## src/hdl/dsc_pkg.sv

```systemverilog
// Shared types, widths and constants of the degree sine / cosine series pipeline.
// No dependencies; every other file of the block imports this package.
package dsc_pkg;

  // Number of series terms: x - x^3/3! + x^5/5! - ...
  localparam int SERIES_TERMS = 8;

  // Port field widths
  localparam int ANGLE_W = 16;
  localparam int RES_W   = 16;

  // Angle wrapping, units of 1/64 degree
  localparam int WRAP_W = ANGLE_W + 1;
  localparam int MAG_W  = 14;
  localparam logic signed [WRAP_W-1:0] TURN_S      = 17'sd23040;
  localparam logic signed [WRAP_W-1:0] HALF_TURN_S = 17'sd11520;
  localparam logic [MAG_W-1:0]         QUARTER_MAG = 14'd5760;

  // Degrees to radians: x = round(mag * pi_q32 / (45 * 4096)).
  // Split pi_q32 = 45 * RAD_A + 15, so the remainder part folds into mag / 3.
  localparam logic [33:0] PI_Q32    = 34'h3243F6A89;
  localparam int          RAD_DIV   = 45;
  localparam int          RAD_A_W   = 29;
  localparam logic [RAD_A_W-1:0] RAD_A = RAD_A_W'(PI_Q32 / RAD_DIV);
  localparam int          RAD_P_W   = RAD_A_W + MAG_W;
  localparam int          RAD_ROUND = 2048;
  localparam int          RAD_SHIFT = 12;
  localparam int          THIRD_W   = 16;
  localparam logic [THIRD_W-1:0] THIRD_M = 16'd43691;
  localparam int          THIRD_S   = 17;
  localparam int          THIRD_P_W = MAG_W + THIRD_W;

  // Series datapath, unsigned Q28 terms and signed Q28 running sum
  localparam int Q_FRAC  = 28;
  localparam int X_W     = 30;
  localparam int XX_W    = 2 * X_W;
  localparam int X2_W    = 32;
  localparam int TERM_W  = 32;
  localparam int NUM_W   = 32;
  localparam int PROD_W  = 64;
  localparam int RECIP_S = 32;
  localparam int SUM_W   = 34;

  // Magnitude, cosine radicand and square root
  localparam int SMAG_W     = SUM_W;
  localparam int SC_W       = Q_FRAC + 1;
  localparam int SQ_W       = 58;
  localparam int ROOT_STEPS = Q_FRAC + 1;

  // Q28 to Q15 rounding and saturation
  localparam int Q15_SHIFT = 13;
  localparam int Q15_ROUND = 4096;
  localparam logic [RES_W-2:0] Q15_MAX = 15'h7FFF;

  // Control that travels with every pipeline word
  typedef struct packed {
    logic valid;
    logic want_cos;
    logic neg_angle;
    logic cos_neg;
  } dsc_ctl_t;

  function automatic int trail_zeros(input int v);
    int   n;
    logic seen;
    n    = 0;
    seen = 1'b0;
    for (int i = 0; i < 31; i++) begin
      if (!seen && !v[i]) begin
        n = n + 1;
      end else begin
        seen = 1'b1;
      end
    end
    return n;
  endfunction

endpackage

```

## src/hdl/dsc_front.sv

```systemverilog
// Front end: input register, wrap to [-180, 180), degrees to radians, x squared.
// Depends on dsc_pkg.
module dsc_front
  import dsc_pkg::*;
(
  input  logic                      clk_i,
  input  logic                      rst_ni,
  input  logic                      en_i,
  input  logic                      valid_i,
  input  logic                      cmd_i,
  input  logic signed [ANGLE_W-1:0] angle_deg_i,
  output dsc_ctl_t                  ctl_o,
  output logic [X_W-1:0]            x_o,
  output logic [X2_W-1:0]           x2_o
);

  dsc_ctl_t ctl0_q, ctl1_q, ctl2_q, ctl3_q, ctl4_q, ctl5_q;

  logic signed [ANGLE_W-1:0] ang0_q;
  logic signed [WRAP_W-1:0]  ang_ext, wrap_d, mag_full;
  logic                      neg_d;
  logic [MAG_W-1:0]          mag_d, mag1_q;
  logic [RAD_P_W-1:0]        pa2_q, xsum;
  logic [THIRD_P_W-1:0]      th2_q;
  logic [X_W-1:0]            x3_q, x4_q, x5_q;
  logic [XX_W-1:0]           xx4_q, xx_rnd;
  logic [X2_W-1:0]           x2_5_q;

  // Wrap into [-180, 180) and take the magnitude
  always_comb begin
    ang_ext = {ang0_q[ANGLE_W-1], ang0_q};
    priority if (ang_ext >= HALF_TURN_S) begin
      wrap_d = ang_ext - TURN_S;
    end else if (ang_ext < -HALF_TURN_S) begin
      wrap_d = ang_ext + TURN_S;
    end else begin
      wrap_d = ang_ext;
    end
    neg_d    = wrap_d[WRAP_W-1];
    mag_full = neg_d ? -wrap_d : wrap_d;
    mag_d    = mag_full[MAG_W-1:0];
  end

  assign xsum   = pa2_q + RAD_P_W'(th2_q >> THIRD_S) + RAD_P_W'(RAD_ROUND);
  assign xx_rnd = xx4_q + (XX_W'(1) << (Q_FRAC - 1));

  always_ff @(posedge clk_i or negedge rst_ni) begin
    if (!rst_ni) begin
      ctl0_q <= '0;
      ctl1_q <= '0;
      ctl2_q <= '0;
      ctl3_q <= '0;
      ctl4_q <= '0;
      ctl5_q <= '0;
    end else if (en_i) begin
      ctl0_q <= '{valid: valid_i, want_cos: cmd_i, neg_angle: 1'b0, cos_neg: 1'b0};
      ctl1_q <= '{valid: ctl0_q.valid, want_cos: ctl0_q.want_cos,
                  neg_angle: neg_d, cos_neg: (mag_d > QUARTER_MAG)};
      ctl2_q <= ctl1_q;
      ctl3_q <= ctl2_q;
      ctl4_q <= ctl3_q;
      ctl5_q <= ctl4_q;
    end
  end

  always_ff @(posedge clk_i) begin
    if (en_i) begin
      ang0_q <= angle_deg_i;
      mag1_q <= mag_d;
      pa2_q  <= RAD_P_W'(RAD_A) * RAD_P_W'(mag1_q);
      th2_q  <= THIRD_P_W'(mag1_q) * THIRD_P_W'(THIRD_M);
      x3_q   <= xsum[RAD_SHIFT +: X_W];
      xx4_q  <= XX_W'(x3_q) * XX_W'(x3_q);
      x4_q   <= x3_q;
      x2_5_q <= xx_rnd[Q_FRAC +: X2_W];
      x5_q   <= x4_q;
    end
  end

  assign ctl_o = ctl5_q;
  assign x_o   = x5_q;
  assign x2_o  = x2_5_q;

endmodule

```

## config.mk

```make
export PLATFORM = sky130hd
export DESIGN_NAME = dsc_front
export DESIGN_NICKNAME = d
export VERILOG_FILES = /design/src/hdl/dsc_pkg.sv /design/src/hdl/dsc_front.sv
export SDC_FILE = /design/constraint.sdc
export NUM_CORES = 2
export LEC_CHECK = 0
export BUFFER_PORTS_ARGS = -buffer_cell sky130_fd_sc_hd__clkbuf_2
export CAP_MARGIN = 25
export CORE_UTILIZATION = 35
export DETAILED_ROUTE_END_ITERATION = 6
export PLACE_DENSITY_LB_ADDON = 0.05
export SLEW_MARGIN = 20
export SYNTH_ARGS = -nofsm -noshare
export SYNTH_HDL_FRONTEND = slang
export SYNTH_SLANG_ARGS = --single-unit
```

## constraint.sdc

```tcl
create_clock -name clk_i -period 7.66 [get_ports clk_i]
set_input_delay 1.149 -clock clk_i [delete_from_list [all_inputs] [get_ports clk_i]]
set_output_delay 1.149 -clock clk_i [all_outputs]
set_load 0.01 [all_outputs]
```

==> results.yml <==
timing:
  slew_headroom: 0.3710
  finalClockSkew_ps: 17.71
  hold_viol_final: 0
  finalCritPeriodShare: 0.9999
  fmax_ghz: 0.1306
  rsz0062_at_grt: "yes"
  fin_crit_ps: 7660
  worst_slew_pin_slew_ps: 943.5
  maxSlewViolCount: 0
  setup_viol: 0
  tns_ps: 0
global_route:
  antenna_found_initial: 0
  grt-ovfl-total: 0
  grt_start_max_net_pins: 143
  grt_pass1_wl_mm: 192.3
  grt_pass1_vias: 31700
  grt_util_all_layers: 0.2028
route:
  drc: 2
  num_vias: 28640
  vias_per_cell: 4.525
  drt-initial-drc-count: 1233
  wl_mm: 123.6
  ant_nets: 0
  wl_per_cell_microns: 19.52
  first_pass_iters: 7
status:
  status: "complete, but fails checks"
  failed_checks: "DRC"
floorplanning:
  rows: 129
  ioPinCount: 87
  die-area_sq_um: 126600
  die_h_microns: 355.8
  die_w_microns: 355.8
  core-area_sq_um: 124000
  initial_core_util: 0.3535
critical_path:
  crit_top_cell: "fa_1"
  required_ps: 8000
  crit_buf_inv: 10
  critPathCaptureType: "flip-flop"
  arrival_ps: 8000
  start_kind: "flip-flop"
  path_class: "reg2reg"
  crit_family: "adder cells"
  slowest_delay_ps: 580
  cp_max_fo: 4
  slowest_stage: "fa_1"
cts:
  clk_pin_slew_worst_paths_ps: 60
  root_buffer: "clkbuf_16"
  cts_inserted_buffers: 35
  clock_path_buffers: 3
  worstSkewPairLatency_ps: 590
  cts.htree.levels: 2
  cts_tree: "done"
  clkSinkCount: 260
  ctsHoldBuffers: 0
placement:
  io_buffers: 86
  routabilityCongestion: 0.8631
  dp_hpwl_mm: 105.1
synth:
  synth_nets: 5567
  syn_inst: 4163
  yosys_most_used_dff: "edfxtp_1"
  netlist_area_sq_um: 43820
  async_flop_share: 0.08462
  ys_seq_elements: 260
  synth_area_leader_cell: "fa_1"
  yosysWarnings: 0
  synth.most_common_cell: "inv_1"
  synth_cell_type_count: 79
  synth.avg_cell_area_sq_um: 10.53
  synth_edf_count: 238
  netlist_top_cells_count: "1148 x inv_1, 872 x fa_1, 511 x ha_1, 297 x nand2_1, 238 x edfxtp_1"
  synthTopCellsByArea: "fa_1 40%, edfxtp_1 16%, ha_1 15%"
  yosysTopAreaCellShare: 0.3984
  synth-seq-area-share: 0.1757
hold_path:
  min_path_type: "reg2reg"
cells_and_area:
  layout.nets: 6069
  area_growth_pct: 19.38
  fill_cells: 12260
  drive_gt1_frac: 0.1812
flow_run:
  max-cap-violations: 0
==> cells in the final DEF, fill, tap and decap left out, types with 32 or more instances in the layout <==
master and instances:
and2_1 166, nand2_1 281, a21o_1 39, inv_1 1121, xor2_1 62, fa_2 34, ha_1 496, clkbuf_2 85
edfxtp_1 238, nand3_1 32, buf_6 38, fa_1 838, a21oi_1 81, buf_4 410, nor2_1 109, clkbuf_16 37
xnor2_1 100
==> repair_timing <==
action | CTS | global route
gates resized for setup | 101 | 183
endpoints found under the setup margin | 33 | 31
cloned | 1 | 2
pin swaps | 49 | 151
setup buffers | 24 | 43
==> per-layer routing <==
layer,wire [microns],global-route usage
met5,0,0
met4,1998,0.03597
met3,4119,0.02515
met2,57620,0.3268
met1,59810,0.2945
==> kinds of logic after synthesis <==
family	count (synthesis)	share of synthesized area
AOI/OAI and AO/OA	304	0.04734
DFF	260	0.1757
muxes	26	0.006568
and+or+nand+nor	766	0.08469
xor gates and xnor gates	169	0.03378
buffers and inverters	1255	0.1076
adders and majority gates	1383	0.5443
==> final timing paths <==
check | endpoint | depth (start not counted) | start | slack (ps)
max in group asynchronous | ctl1_q[1]$_DFFE_PN0P_ | 1 | rst_ni | 6750
setup reg to reg | xx4_q[51]$_DFFE_PP_ | 29 | x3_q[13]$_DFFE_PP_ | 0.4
min in group asynchronous | ctl_o[2]$_DFFE_PN0P_ | 1 | rst_ni | 540
setup / recovery | xx4_q[51]$_DFFE_PP_ | 29 | x3_q[13]$_DFFE_PP_ | 0.4
hold / removal | x_o[1]$_DFFE_PP_ | 0 | x4_q[1]$_DFFE_PP_ | 410
hold reg to reg | x_o[1]$_DFFE_PP_ | 0 | x4_q[1]$_DFFE_PP_ | 410
==> state kept, by name, summed over array words and instances, names as in the netlist <==
register  count
xx4_q        33
ctl0_q        2
ctl4_q        4
pa2_q        40
ctl_o         4
ang0_q       16
x2_o         32
x4_q         30
mag1_q       14
x3_q         30
th2_q        13
ctl1_q        4
ctl3_q        4
x_o          30
ctl2_q        4
==> final cells by class <==
| cell class | count | area (sq um) | area share |
|---|---|---|---|
| antenna | 1 | 2.502 | 0.00004784 |
| clock buffer | 36 | 879.6 | 0.01681 |
| clock inverter | 27 | 352.8 | 0.006745 |
| inverter | 1150 | 4324 | 0.08266 |
| multi-input combinational | 2648 | 32340 | 0.6182 |
| sequential | 260 | 7697 | 0.1471 |
| tap | 1637 | 2048 | 0.03916 |
| timing repair buffer | 570 | 4669 | 0.08927 |
==> per-stage QoR <==
stage | std cells | util | hold slack [ps] | worst slack [ps] | instance area (sq um)
5_1_grt | 6328 | 0.4220 | 420.4 | -204.5 | 52310
3_3_place_gp | 6202 | 0.3981 | 403.1 | -887.9 | 49340
4_1_cts | 6289 | 0.4129 | 412.4 | -54.71 | 51190
2_1_floorplan | 4163 | - | 400.3 | 108.7 | 43820
3_5_place_dp | 6202 | 0.3981 | 406.1 | -946.9 | 49340
6_report | 6329 | 0.4220 | 414.4 | 0.4183 | 52310
Power is not shown: default switching activity piles up to over one toggle a cycle in this logic, so the estimate is an artifact.
